File: src/sv/pps_pkg.sv
package pps_pkg;

  // Row length and working value width
  localparam int unsigned NUM_STAGES = 64;
  localparam int unsigned VALUE_BITS = 16;

  // Fixed width of the candidate and prime value ports
  localparam int unsigned FIELD_BITS = 16;

  // Bit counter of the serializer
  localparam int unsigned CNT_BITS = (VALUE_BITS > 1) ? $clog2(VALUE_BITS) : 1;

  // One beat of the bit stream that travels down the row of cells.
  // alive and placed are meaningful on the last beat of a word.
  typedef struct packed {
    logic vld;
    logic dbit;
    logic first;
    logic last;
    logic alive;
    logic placed;
  } lane_t;

endpackage

File: src/sv/pps_cell.sv
module pps_cell (
  input  logic                            clk_i,
  input  logic                            rst_ni,
  input  logic                            clr_i,
  input  logic [pps_pkg::VALUE_BITS-1:0]  value_i,
  input  pps_pkg::lane_t                  lane_i,
  output pps_pkg::lane_t                  lane_o
);

  logic                               used_q, used_d;
  logic [pps_pkg::VALUE_BITS-1:0]     base_q, base_d;
  logic [pps_pkg::VALUE_BITS-1:0]     rem_q, rem_d;
  pps_pkg::lane_t                     lane_q, lane_d;

  logic [pps_pkg::VALUE_BITS:0]       rem_shift;
  logic [pps_pkg::VALUE_BITS:0]       diff;
  logic [pps_pkg::VALUE_BITS-1:0]     rem_nxt;
  logic                               ge;
  logic                               divides;

  // one restoring remainder step per incoming bit
  always_comb begin
    if (lane_i.first) begin
      rem_shift = (pps_pkg::VALUE_BITS + 1)'(lane_i.dbit);
    end else begin
      rem_shift = {rem_q, lane_i.dbit};
    end
    diff    = rem_shift - {1'b0, base_q};
    ge      = (rem_shift >= {1'b0, base_q});
    rem_nxt = ge ? diff[pps_pkg::VALUE_BITS-1:0] : rem_shift[pps_pkg::VALUE_BITS-1:0];
    divides = (rem_nxt == '0);
  end

  always_comb begin
    used_d = used_q;
    base_d = base_q;
    rem_d  = rem_q;
    lane_d = lane_i;
    if (clr_i) begin
      used_d = 1'b0;
    end else if (lane_i.vld) begin
      rem_d = rem_nxt;
      if (lane_i.last && lane_i.alive) begin
        if (used_q) begin
          // drop the word when the base divides it
          if (divides) begin
            lane_d.alive = 1'b0;
          end
        end else begin
          // first empty cell takes the survivor as its base
          used_d        = 1'b1;
          base_d        = value_i;
          lane_d.alive  = 1'b0;
          lane_d.placed = 1'b1;
        end
      end
    end
  end

  assign lane_o = lane_q;

  always_ff @(posedge clk_i or negedge rst_ni) begin
    if (!rst_ni) begin
      used_q <= 1'b0;
      lane_q <= '0;
    end else begin
      used_q <= used_d;
      lane_q <= lane_d;
    end
  end

  always_ff @(posedge clk_i) begin
    base_q <= base_d;
    rem_q  <= rem_d;
  end

endmodule
File: config.mk
export PLATFORM = sky130hd
export DESIGN_NAME = pps_cell
export DESIGN_NICKNAME = d
export VERILOG_FILES = /design/src/sv/pps_pkg.sv /design/src/sv/pps_cell.sv
export SDC_FILE = /design/constraint.sdc
export NUM_CORES = 1
export LEC_CHECK = 0
export BUFFER_PORTS_ARGS = -buffer_cell sky130_fd_sc_hd__buf_4
export CAP_MARGIN = 20
export CORE_ASPECT_RATIO = 0.8
export CORE_MARGIN = 4
export CORE_UTILIZATION = 52
export DETAILED_ROUTE_END_ITERATION = 10
export HOLD_SLACK_MARGIN = 0.08
export PLACE_DENSITY = 0.83
export REMOVE_ABC_BUFFERS = 1
export SYNTH_ARGS = -nofsm -noshare
export SYNTH_HDL_FRONTEND = slang
export SYNTH_SLANG_ARGS = --single-unit
File: constraint.sdc
create_clock -name clk_i -period 5.95 [get_ports clk_i]
set_clock_uncertainty 0.05 [all_clocks]
set_input_delay 1.19 -clock clk_i [delete_from_list [all_inputs] [get_ports clk_i]]
set_output_delay 1.19 -clock clk_i [all_outputs]
set_load 0.01 [all_outputs]
==> summary.txt <==
Route
  – DR pass1 iterations: 6
  – Final WL: between 5000 and 6000 um
  – Drt drc: 0
  – DR vias: 2085
  – Routed wire length on met3: around 640 um
  – Met1 wire length: 2640 um
  – Avg WL per Cell: 17.2 um
  – Vias per cell: between 6 and 7
  – Detail Route Antenna Nets: 0
  – Uppermost routed layer: met4
  – Met2 WL: around 2500 um
  – Iter 0 DRT Violations: around 310

Worst setup path
  – Slowest CP cell: fa_1
  – Critical setup path kind: in -> reg
  – CP arrival: around 4.1 ns
  – CP startpoint kind: input pin
  – Reg-to-Reg Start: rem_q[0]$_DFFE_PP_
  – WP data required: 6.04 ns
  – RR Endpoint: lane_o[1]$_DFF_PN0_
  – CP Max Fanout: 17
  – R2R setup slack: between 2 and 3 ns
  – FF-to-FF path depth: 11
  – Crit. End Element: flip-flop
  – Kind of cell adding the most delay to the critical path: compound AO/OA/AOI/OAI gates
  – Worst path bufs/invs: 2
  – Cell Chain, Critical Path: buf_4 -> nor2b_1 -> inv_1 -> fa_1 -> and2b_1 -> o2111ai_1 -> a211o_1 -> nand3_1 -> a211oi_1 -> o21a_1 -> o31ai_1 -> a41oi_1
  – Slowest cell delay on critical path: 0.45 ns

Synth
  – Yosys top cell by area: edfxtp_1
  – Area share of and/or/nand/nor cells after synthesis: between 10% and 20%
  – Cell variety after synth: 58
  – Synthesized flop and latch total: 39
  – Post-synth EDFFs: 32
  – Main combinational cell family by area after synthesis: simple AND/OR/NAND/NOR gates
  – Synth Cell Area: 2530 um^2
  – Ys async rst share: between 15 and 20%
  – Most used DFF post-synth: edfxtp_1
  – Syn Area/Cell: 10.1 um^2
  – Synth cell count leaders: edfxtp_1, inv_1, nand2_1
  – Gate Count Post-Synth: about 250
  – Yosys warnings: 0
  – Post-Synth Adder-Cell Area: 8.69%
  – Mux cell area share after synthesis: 1.43%
  – Register area share after synthesis: 44.8%
  – Synth Area in Compound Gates: between 10% and 20%
  – Synth area leaders: edfxtp_1, ha_1, dfrtp_1, nor2b_1, inv_1
  – Top-area cell type share of the netlist area: 37.9%
  – Most common cell in the netlist: edfxtp_1
  – XOR/XNOR Fraction of Synth Area: 3.11%

Place
  – PortBufs: 30
  – RePlAce Congestion: 0.895
  – Hpwl dp: 4470 um
  – DP Worst Slack: ~1.5 ns
  – Placed Instance Area: ~2800 um^2

Final layout
  – Diode count: 0
  – Area of the multi-input gates: 1260 um^2
  – Final Core Density: 62.3%
  – # fillers: 367
  – Fin nets: 325
  – Share of post-route cells with drive strength above 1: 20.4%
  – Design Area, Final: 2900 um^2
  – Reg area: 1140 um^2
  – Synth-to-Final Area Change: 14.3%

STA
  – Final Max Slew Viols: 0
  – Final setup fails: 0
  – Max Freq: approximately 250 MHz
  – Period utilisation layout: 68.0%
  – Final setup TNS: 0 ns
  – Min setup slack post-route: between 1.5 and 2 ns
  – RSZ-0062 raised after global routing: false
  – Worst-Margin Slew: 0.769 ns
  – Min Hold Slack: 0.511 ns
  – Period minus WS final: slightly above 4 ns
  – Slew HR: 48.5%
  – Fin. Hold Viols: 0

GRT
  – GRT Util Overall: a little over 20%
  – Largest net degree at the start of global routing: 22
  – Gr ovfl total: 0
  – First-pass GRT wire length: a little under 10000 um
  – Vias in the first global route: just under 2000
  – Initial antenna violation count: 0

Flow run
  – MaxCap Viol Count: 0

Power
  – Max VDD drop: 0.161 mV
  – Pwr Density: 217 nW/um^2
  – LEAKAGE: 1.27 nW

Clocking
  – Clock Pin Slew Worst Setup and Hold Paths: 0.08 ns
  – Num Clock Sinks: 39
  – Skew-Pair Late Insertion Delay: 0.29 ns
  – Post-CTS sizing: 0
  – CTS tree: yes
  – H-tree lvl count: 2
  – Hold_buf cts: 0
  – CTS Buf Count: 5
  – Bufs on Longest Clock Path: 2
  – Clock Tree Root: clkbuf_8
  – Setup bufs post-CTS: 0

Min path
  – Hold Path Class: reg -> reg
  – Hold_sp: used_q$_DFFE_PN0P_
  – Hold Path Depth: 2
  – Hold Path Sink: used_q$_DFFE_PN0P_

Outcome
  – Outcome: finished, final reports clean

Floorplanning
  – Die W: 86.1 um
  – Starting Density: between 50% and 60%
  – Core area: 4650 um^2
  – I/O Pins: 31
  – Placement Rows: 22
  – Die ar.: roughly 6100 um^2
  – Die Y-Extent: just over 70 um
## area by class of cell
class / count / share of cell area [%]
inverter: 24 / 3.11
sequential: 39 / 39.2
clock inverter: 2 / 0.475
timing repair buffer: 33 / 8.55
clock buffer: 6 / 2.50
multi-input combinational: 180 / 43.6
tap: 60 / 2.59
## report_power, final
part           leakage, nW  switching, mW  internal, mW
sequential           0.381        0.00280         0.312
clock               0.0452         0.0949        0.0827
combinational        0.848         0.0793        0.0575
## kinds of logic (layout without fill, tap and decap cells)
group / Yosys count / in the layout
adder cells (fa/ha/maj): 17 / 17
AND/OR/NAND/NOR: 89 / 89
multiplexers: 3 / 3
XOR/XNOR: 9 / 9
buffers and inverters: 32 / 65
AO/OA/AOI/OAI: 62 / 62
flip-flops: 39 / 39
## layer usage
| layer | up-vias | track usage [%] |
|---|---|---|
| met5 | - | 0 |
| li1 | 976 | - |
| met3 | 18 | 7.43 |
| met4 | 0 | 5.45 |
| met2 | 110 | 28.6 |
| met1 | 981 | 29.7 |
## per-stage QoR
| stage | total power, mW | std cells |
|---|---|---|
| 5_1_grt | 0.661 | 344 |
| 6_report | 0.629 | 344 |
| 4_1_cts | 0.628 | 343 |
| 3_5_place_dp | 0.452 | 335 |
| 2_1_floorplan | 0.406 | 243 |
| 3_3_place_gp | 0.448 | 335 |
## how the worst max path moves through the flow
stage,from,to,slack (ns),cells past startpoint
floorplan,lane_i[5],base_q[0]$_DFFE_PP_,2.01,3
global placement,lane_i[3],lane_o[1]$_DFF_PN0_,1.69,11
detailed placement,lane_i[3],lane_o[1]$_DFF_PN0_,1.53,11
CTS,lane_i[3],lane_o[1]$_DFF_PN0_,1.79,11
global route,lane_i[3],lane_o[1]$_DFF_PN0_,1.75,11
finish,lane_i[3],lane_o[1]$_DFF_PN0_,1.91,12
## worst register-to-register path, stage by stage (launching register included)
cell and delay [ns]:
edfxtp_1 0.33, nor2b_1 0.29, inv_1 0.11, fa_1 0.45, and2b_1 0.23, o2111ai_1 0.25, a211o_1 0.40, nand3_1 0.14
a211oi_1 0.11, o21a_1 0.20, o31ai_1 0.40, a41oi_1 0.19
## state kept, by name, indices dropped and copies added (netlist names)
signal and cells:
used_q 1, lane_o 6, rem_q 16, base_q 16
## layout by cell type (no fill, tap or decap), types with 2 or more instances in the layout
| master | instances |
|---|---|
| a211o_1 | 3 |
| a21boi_0 | 2 |
| a21o_1 | 5 |
| a21oi_1 | 10 |
| a31o_2 | 2 |
| a31oi_1 | 2 |
| a41oi_1 | 2 |
| and3_1 | 2 |
| buf_4 | 33 |
| clkbuf_8 | 5 |
| dfrtp_1 | 7 |
| edfxtp_1 | 32 |
| ha_1 | 16 |
| inv_1 | 24 |
| nand2_1 | 21 |
| nand2b_1 | 3 |
| nand3_1 | 6 |
| nor2_1 | 12 |
| nor2b_1 | 18 |
| nor3_1 | 9 |
| nor4_1 | 3 |
| o211a_1 | 2 |
| o21a_1 | 3 |
| o21ai_0 | 16 |
| o31ai_1 | 2 |
| or2_2 | 2 |
| or3_1 | 2 |
| xnor2_1 | 8 |
Note: power is estimated with default switching activity, not from simulation.
