==> src/sv/pps_pkg.sv <==
package pps_pkg;

  // Row length and working value width
  localparam int unsigned NUM_STAGES = 64;
  localparam int unsigned VALUE_BITS = 16;

  // Fixed width of the candidate and prime value ports
  localparam int unsigned FIELD_BITS = 16;

  // Bit counter of the serializer
  localparam int unsigned CNT_BITS = (VALUE_BITS > 1) ? $clog2(VALUE_BITS) : 1;

  // One beat of the bit stream that travels down the row of cells.
  // alive and placed are meaningful on the last beat of a word.
  typedef struct packed {
    logic vld;
    logic dbit;
    logic first;
    logic last;
    logic alive;
    logic placed;
  } lane_t;

endpackage

==> src/sv/pps_serializer.sv <==
module pps_serializer (
  input  logic                                clk_i,
  input  logic                                rst_ni,
  input  logic                                start_i,
  input  logic [pps_pkg::VALUE_BITS-1:0]      value_i,
  output logic [pps_pkg::VALUE_BITS-1:0]      value_o,
  output pps_pkg::lane_t                      lane_o
);

  logic                               run_q, run_d;
  logic [pps_pkg::CNT_BITS-1:0]       cnt_q, cnt_d;
  logic [pps_pkg::VALUE_BITS-1:0]     sh_q, sh_d;
  logic [pps_pkg::VALUE_BITS-1:0]     val_q, val_d;
  logic                               last_beat;

  assign last_beat = (cnt_q == pps_pkg::CNT_BITS'(pps_pkg::VALUE_BITS - 1));

  always_comb begin
    run_d = run_q;
    cnt_d = cnt_q;
    sh_d  = sh_q;
    val_d = val_q;
    if (start_i) begin
      run_d = 1'b1;
      cnt_d = '0;
      sh_d  = value_i;
      val_d = value_i;
    end else if (run_q) begin
      // shift out MSB first, stop after the last bit
      sh_d  = sh_q << 1;
      cnt_d = cnt_q + 1'b1;
      if (last_beat) begin
        run_d = 1'b0;
      end
    end
  end

  always_comb begin
    lane_o.vld    = run_q;
    lane_o.dbit   = sh_q[pps_pkg::VALUE_BITS-1];
    lane_o.first  = (cnt_q == '0);
    lane_o.last   = last_beat;
    lane_o.alive  = 1'b1;
    lane_o.placed = 1'b0;
  end

  assign value_o = val_q;

  always_ff @(posedge clk_i or negedge rst_ni) begin
    if (!rst_ni) begin
      run_q <= 1'b0;
      cnt_q <= '0;
    end else begin
      run_q <= run_d;
      cnt_q <= cnt_d;
    end
  end

  always_ff @(posedge clk_i) begin
    sh_q  <= sh_d;
    val_q <= val_d;
  end

endmodule

==> config.mk <==
export PLATFORM = sky130hd
export DESIGN_NAME = pps_serializer
export DESIGN_NICKNAME = d
export VERILOG_FILES = /design/src/sv/pps_pkg.sv /design/src/sv/pps_serializer.sv
export SDC_FILE = /design/constraint.sdc
export NUM_CORES = 1
export LEC_CHECK = 0
export BUFFER_PORTS_ARGS = -buffer_cell sky130_fd_sc_hd__buf_2
export CAP_MARGIN = 25
export CORE_MARGIN = 2
export CORE_UTILIZATION = 54
export DETAILED_ROUTE_END_ITERATION = 8
export GPL_ROUTABILITY_DRIVEN = 1
export GPL_TIMING_DRIVEN = 0
export PLACE_DENSITY = 0.85
export SYNTH_ARGS = -nofsm -noshare
export SYNTH_HDL_FRONTEND = slang
export SYNTH_SLANG_ARGS = --single-unit
==> constraint.sdc <==
create_clock -name clk_i -period 1.8 [get_ports clk_i]
set_input_delay 0.36 -clock clk_i [delete_from_list [all_inputs] [get_ports clk_i]]
set_output_delay 0.36 -clock clk_i [all_outputs]
set_load 0.03 [all_outputs]
==> results.md, run 1 <==
* Result of the run: finished, final reports clean
* Cells along the critical path: ha_2, and3_4, buf_4, buf_6
* Via density at between 4 and 5
* Total Neg Setup Slack at 0 ns
* Slowest cell delay on critical path at roughly 0.43 ns
* Port buffer count at 38
* Worst Path Required at 1.44 ns
* Layout area overhead at 22.95%
* Congestion Overflow GR at 0
* Top-level I/O count at 41
* Power per Cell Area at 997.4 nW/um2
* Die outline height at 56.11 um
* Worst Setup Path Type: flop to output port
* Main flop type after synthesis: sky130_fd_sc_hd__edfxtp_1
* Crit path capture type: output port
* Number of diodes added for antenna fixing at 0
* Count of final hold-check violations at 0
* Most crowded layer after global routing: met2
* Leakage power total at 0.7731 nW
* Minimum clock period at 1.757 ns
* Clock tree from TritonCTS: built
* Gr usage total at 16.50%
* Count of unique library cells instantiated by Yosys at 22
* Clock Skews at 0.009032 ns
* H-tree level count at 2
* Most frequent cells after synthesis: sky130_fd_sc_hd__edfxtp_1 (32), sky130_fd_sc_hd__mux2_1 (11), sky130_fd_sc_hd__buf_4 (7), sky130_fd_sc_hd__dfrtp_1 (5), sky130_fd_sc_hd__mux2_2 (5)
* Fin crit share at 97.61%
* Fraction of registers with async set or reset after synthesis at 13.51%
* Placeable core region at 2522 um2
* Number of endpoints failing setup at the final stage at 0
* Total number of yosys warnings at 0
* Critical path buffer and inverter count at 2
* Final routed wirelength across all metal layers at about 2.3 mm
* Initial antenna violation count at 0
* Max Root-Sink Buffers at 2
* Yosys top cell area share at about two thirds
* Detail Route Antenna Nets at 0
* Largest net degree at the start of global routing at 22
* Layout cells sized above 1 at between 40% and 50%
* Clk pin slew, worst setup/hold paths at between 0.1 and 0.15 ns
* Total number of vias at 803
* IR drop worst, VDD at 0.8795 mV
* Crit path DAT at between 1 and 1.5 ns
* Sequential cell area fraction in the yosys report at between 70% and 80%
* Cell area after synthesis at 1466 um2
* Number of cells produced by synthesis at 83
* Die outline width at roughly 56 um
* Most area-consuming cells after synthesis: sky130_fd_sc_hd__edfxtp_1 (66%), sky130_fd_sc_hd__dfrtp_1 (8.5%), sky130_fd_sc_hd__mux2_1 (8.4%)
* Most used standard cell by instance count after synthesis: sky130_fd_sc_hd__edfxtp_1
* Max Slew Vio Count at 0
* Vias in the first global route at 815
* Kind of cell with the highest combined delay on the critical path: flip-flops
* Maximum fanout count along the critical path at 4
* Met2 usage in global routing at 26.05%
* Gp weighted congestion at about 0.65
* Number of detailed-route iterations in the first pass at 2
* Max_cap viols at 0
* Overall die area at 3148 um2
* Total clock buffers created by CTS at 5
* Fraction of met1 tracks used by global routing at 19.49%
* Fmax at 0.5692 GHz
* Count of flip-flops with a built-in enable after synthesis at 32
* Crit-path slowest cell: sky130_fd_sc_hd__dfrtp_1
* Initial core utilization at 58.13%
* Startpoint type of the worst setup path: flop
* Final routed wire length divided by cell count at 14.36 um
* Clk_lat worst skew at 0.34 ns
* Average footprint of a synthesized cell at 17.67 um2
* Net count after synthesis at between 100 and 150
* Area leader, netlist: sky130_fd_sc_hd__edfxtp_1
* Flops & latches, synth at 37
* Nets at 151
* Post-DP HPWL at about 1.5 mm
* Post-route DRC at 0
* Total design power at 1.798 mW
* Class of the tightest hold or removal check: primary input to flop
* Site row count at 18
* Met3 usage in global routing at 6.047%
* Setup repair after global routing missed its margin: false
* Starting DRC count in detailed routing at 14
* First-pass GRT wire length at 3.857 mm
* Root Buffer Master: sky130_fd_sc_hd__clkbuf_4
* TritonCTS sink count at 37
-- worst reg2reg max path, cell delays in order, from the launching register on --
cell and delay, ns:
sky130_fd_sc_hd__dfrtp_1 0.39, sky130_fd_sc_hd__buf_2 0.17, sky130_fd_sc_hd__or2_2 0.45
-- per-layer routing --
metal,vias up,part of all wire [%]
met4,0,1.9
met2,27,51
met3,5,7.0
met1,381,40
met5,-,0
li1,390,-
-- stage by stage --
step / setup slack [ns] / area [um2] / instances / hold slack, ns / util, %
2_1_floorplan: 0.1271 / 1466 / 83 / 0.06441 / -
5_1_grt: 0.001458 / 1803 / 161 / 0.1806 / 71.48
6_report: 0.04303 / 1803 / 161 / 0.1968 / 71.48
3_5_place_dp: 0.06421 / 1694 / 151 / 0.1865 / 67.16
4_1_cts: 0.01283 / 1789 / 161 / 0.1777 / 70.93
3_3_place_gp: 0.08983 / 1694 / 151 / 0.1783 / 67.16
-- repair_timing --
| item | in CTS | in global routing |
|---|---|---|
| endpoints found under the setup margin | 1 | 2 |
| hold buffers | 1 | 0 |
| endpoints found under the hold margin | 5 | 0 |
| setup buffers | 1 | 0 |
| resized for setup | 1 | 5 |
| pin swaps | 0 | 1 |
-- registers in the layout, indices dropped and copies added (netlist names) --
name     flops
cnt_q        4
run_q        1
sh_q        16
value_o     16
-- power by group --
group	switching [mW]	internal [mW]	leakage, nW
combinational	0.134	0.0855	0.343
clock	0.259	0.289	0.0399
sequential	0.0210	1.01	0.390
total	0.414	1.38	0.773
-- final cells by class --
type	count	area [um2]
Timing Repair Buffer	40	216.5
Clock inverter	2	33.78
Buffer	8	57.56
Tap cell	30	37.54
Fill cell	175	719.4
Sequential cell	37	1086
Multi-Input combinational cell	35	319.1
Inverter	3	11.26
Clock buffer	6	41.29
-- cell usage in the layout, fill, tap and decap left out, types with 2 or more instances in the layout --
cell type and n:
sky130_fd_sc_hd__inv_1 3, sky130_fd_sc_hd__mux2_1 11, sky130_fd_sc_hd__conb_1 2, sky130_fd_sc_hd__dfrtp_1 5
sky130_fd_sc_hd__clkbuf_4 5, sky130_fd_sc_hd__buf_2 37, sky130_fd_sc_hd__edfxtp_1 32, sky130_fd_sc_hd__mux2_2 5
sky130_fd_sc_hd__buf_4 9, sky130_fd_sc_hd__nor2_1 3
-- cell families after synthesis --
group / Yosys count / synth area share (%)
other: 2 / 0.5121
flip-flops: 37 / 74.06
adder cells (fa/ha/maj): 2 / 1.706
multiplexers: 17 / 12.97
buffers and inverters: 11 / 4.692
AO/OA/AOI/OAI: 3 / 1.536
XOR/XNOR: 1 / 0.5974
AND/OR/NAND/NOR: 10 / 3.927
-- final timing paths --
path / from / endpoint / slack [ns] / cells past startpoint
min in group asynchronous: rst_ni / cnt_q[1] / 0.35 / 2
setup reg to reg: run_q / sh_q[11] / 0.50 / 2
hold / removal: value_i[0] / value_o[0] / 0.20 / 1
hold reg to reg: sh_q[12] / sh_q[13] / 0.54 / 1
setup / recovery: cnt_q[1] / lane_o[2] / 0.04 / 4
max in group asynchronous: rst_ni / run_q / 1.32 / 2
Power figures use the tool's default switching activity.
==> inputs of run 2 (changes only) <==
Settings changed: RECOVER_POWER set to 25.
==> run 2 against run 1 <==
Compared with the run above: global-route usage is the same; register-to-register slack is essentially flat; sequential power hardly changed; flip-flop and latch count unchanged; setup slack lost 0.0013 ns; die area stayed put; clock skew about the same; non-clock buffer count unchanged; largest cell class unchanged.
==> results.md, run 2 (same netlist as run 1, synthesis figures left out) <==
* Total number of vias at 810 (+0.87%)
* Critical Path Stages at 4 (unchanged)
* Worst Hold Path Cells at 1 (unchanged)
* Starting DRC count in detailed routing at 22 (+8)
* First-pass GRT wire length at 3.857 mm (unchanged)
* Result of the run: finished, final reports clean
* Gr usage total at 16.50% (unchanged)
* Number of diodes added for antenna fixing at 0 (unchanged)
* Worst Setup Path Type: flop to output port
* Nets at 151 (unchanged)
* Worst Path Required at 1.44 ns (about the same)
* Cells along the critical path: ha_2, and3_4, buf_4, buf_6
* Final routed wire length divided by cell count at 14.52 um (+1.1%)
* Root Buffer Master: sky130_fd_sc_hd__clkbuf_4
* Commonest non-fill, non-tap cell in the layout: sky130_fd_sc_hd__edfxtp_1
* Gp weighted congestion at 0.6540 (unchanged)
* Total Neg Setup Slack at 0 ns (unchanged)
* IR drop worst, VDD at 0.8792 mV (about the same)
* Critical path buffer and inverter count at 2 (unchanged)
* Layout area overhead at 22.35%
* Max Slew Vio Count at 0 (unchanged)
* Slowest cell delay on critical path at 0.43 ns (about the same)
* Count of final hold-check violations at 0 (unchanged)
* Placed cell areas at 1694 um2 (unchanged)
* Commonest non-fill, non-tap cells in the layout: sky130_fd_sc_hd__edfxtp_1 (32), sky130_fd_sc_hd__buf_2 (30), sky130_fd_sc_hd__mux2_1 (11)
* Maximum fanout count along the critical path at 4 (unchanged)
* Initial antenna violation count at 0 (unchanged)
* Clk pin slew, worst setup/hold paths at 0.11 ns (about the same)
* Crit path capture type: output port
* Setup repair after global routing missed its margin: false
* Number of endpoints failing setup at the final stage at 0 (unchanged)
* Power per Cell Area at 1001 nW/um2 (+0.40%)
* Die outline height at 56.11 um (unchanged)
* Crit-path slowest cell: sky130_fd_sc_hd__dfrtp_1
* Clock tree from TritonCTS: built
* Placeable core region at 2522 um2 (unchanged)
* Detail Route Antenna Nets at 0 (unchanged)
* Congestion Overflow GR at 0 (unchanged)
* Post-DP HPWL at 1.544 mm (unchanged)
* Port buffer count at 38 (unchanged)
* Startpoint type of the worst setup path: flop
* Total design power at 1.797 mW (about the same)
* H-tree level count at 2 (unchanged)
* Via density at 5.031 (+0.87%)
* Largest net degree at the start of global routing at 22 (unchanged)
* Top-level I/O count at 41 (unchanged)
* Core utilization of the finished layout at 71.13% (-0.35 points)
* Minimum clock period at 1.758 ns (+0.001332 ns)
* R2r setup slk at 0.50 ns (about the same)
* Number of detailed-route iterations in the first pass at 4 (+2)
* Crit path DAT at 1.40 ns (about the same)
* Overall die area at 3148 um2 (unchanged)
* Worst reg-to-reg path cell count at 2 (unchanged)
* Fin crit share at 97.68% (about the same)
* Max_cap viols at 0 (unchanged)
* Die outline width at 56.11 um (unchanged)
* Final routed wirelength across all metal layers at 2.337 mm (+1.1%)
* Leakage power total at 0.7538 nW (-2.5%)
* Vias in the first global route at 815 (unchanged)
* Total clock buffers created by CTS at 5 (unchanged)
* Post-route DRC at 0 (unchanged)
* Site row count at 18 (unchanged)
* Fmax at 0.5687 GHz (about the same)
* Kind of cell with the highest combined delay on the critical path: flip-flops
* TritonCTS sink count at 37 (unchanged)
* Clk_lat worst skew at 0.34 ns (about the same)
* Max Root-Sink Buffers at 2 (unchanged)
* Class of the tightest hold or removal check: primary input to flop
* Clock Skews at 0.008959 ns (-0.00007244 ns)
* Layout cells sized above 1 at 41.98% (-5.3 points)
* Total non-filler cell area in the finished layout at 1794 um2 (-0.49%)
* Initial core utilization at 58.13% (unchanged)
-- run 2: what timing repair did --
item | in CTS | in global routing
setup endpoints to repair | 1 | 2
hold buffers | 1 | 0
pin swaps | 0 | 1
gates resized for setup | 1 | 5
hold endpoints to repair | 5 | 0
buffers inserted | 1 | 0
-- run 2: area by class of cell --
type	count	area, um2
clock buffers	6	41.29
plain buffers	8	57.56
well taps	30	37.54
fillers	177	728.2
inverters	3	11.26
flip-flops and latches	37	1086
multi-input cells	35	319.1
clock inverters	2	33.78
repair buffers	40	207.7
-- run 2: per-stage QoR --
step	setup slack (ns)	std cells	hold WS (ns)
floorplan	0.1271	83	0.06441
global placement	0.08983	151	0.1783
detailed placement	0.06421	151	0.1865
CTS	0.01283	161	0.1777
global route	0.001458	161	0.1806
finish	0.04169	161	0.1967
-- run 2: worst paths after layout --
path / from / end
worst max-delay path: cnt_q[1] / lane_o[2]
worst min-delay path: value_i[0] / value_o[0]
worst max register to register: run_q / sh_q[15]
worst min register to register: sh_q[12] / sh_q[13]
max in group asynchronous: rst_ni / run_q
min in group asynchronous: rst_ni / cnt_q[1]
-- run 2: power by group --
part           internal (mW)  switching (mW)  total (mW)  leakage [nW]
sequential              1.01          0.0212        1.03         0.390
clock                  0.289           0.258       0.547        0.0399
combinational         0.0835           0.135       0.218         0.324
total                   1.38           0.415        1.80         0.754
-- run 2: routing by layer --
layer,up-vias,global-route usage [%],share of wire (%)
met2,29,26.05,51
met3,5,6.047,7.1
met1,386,19.49,40
met5,-,0,0
li1,390,-,-
met4,0,9.184,1.9
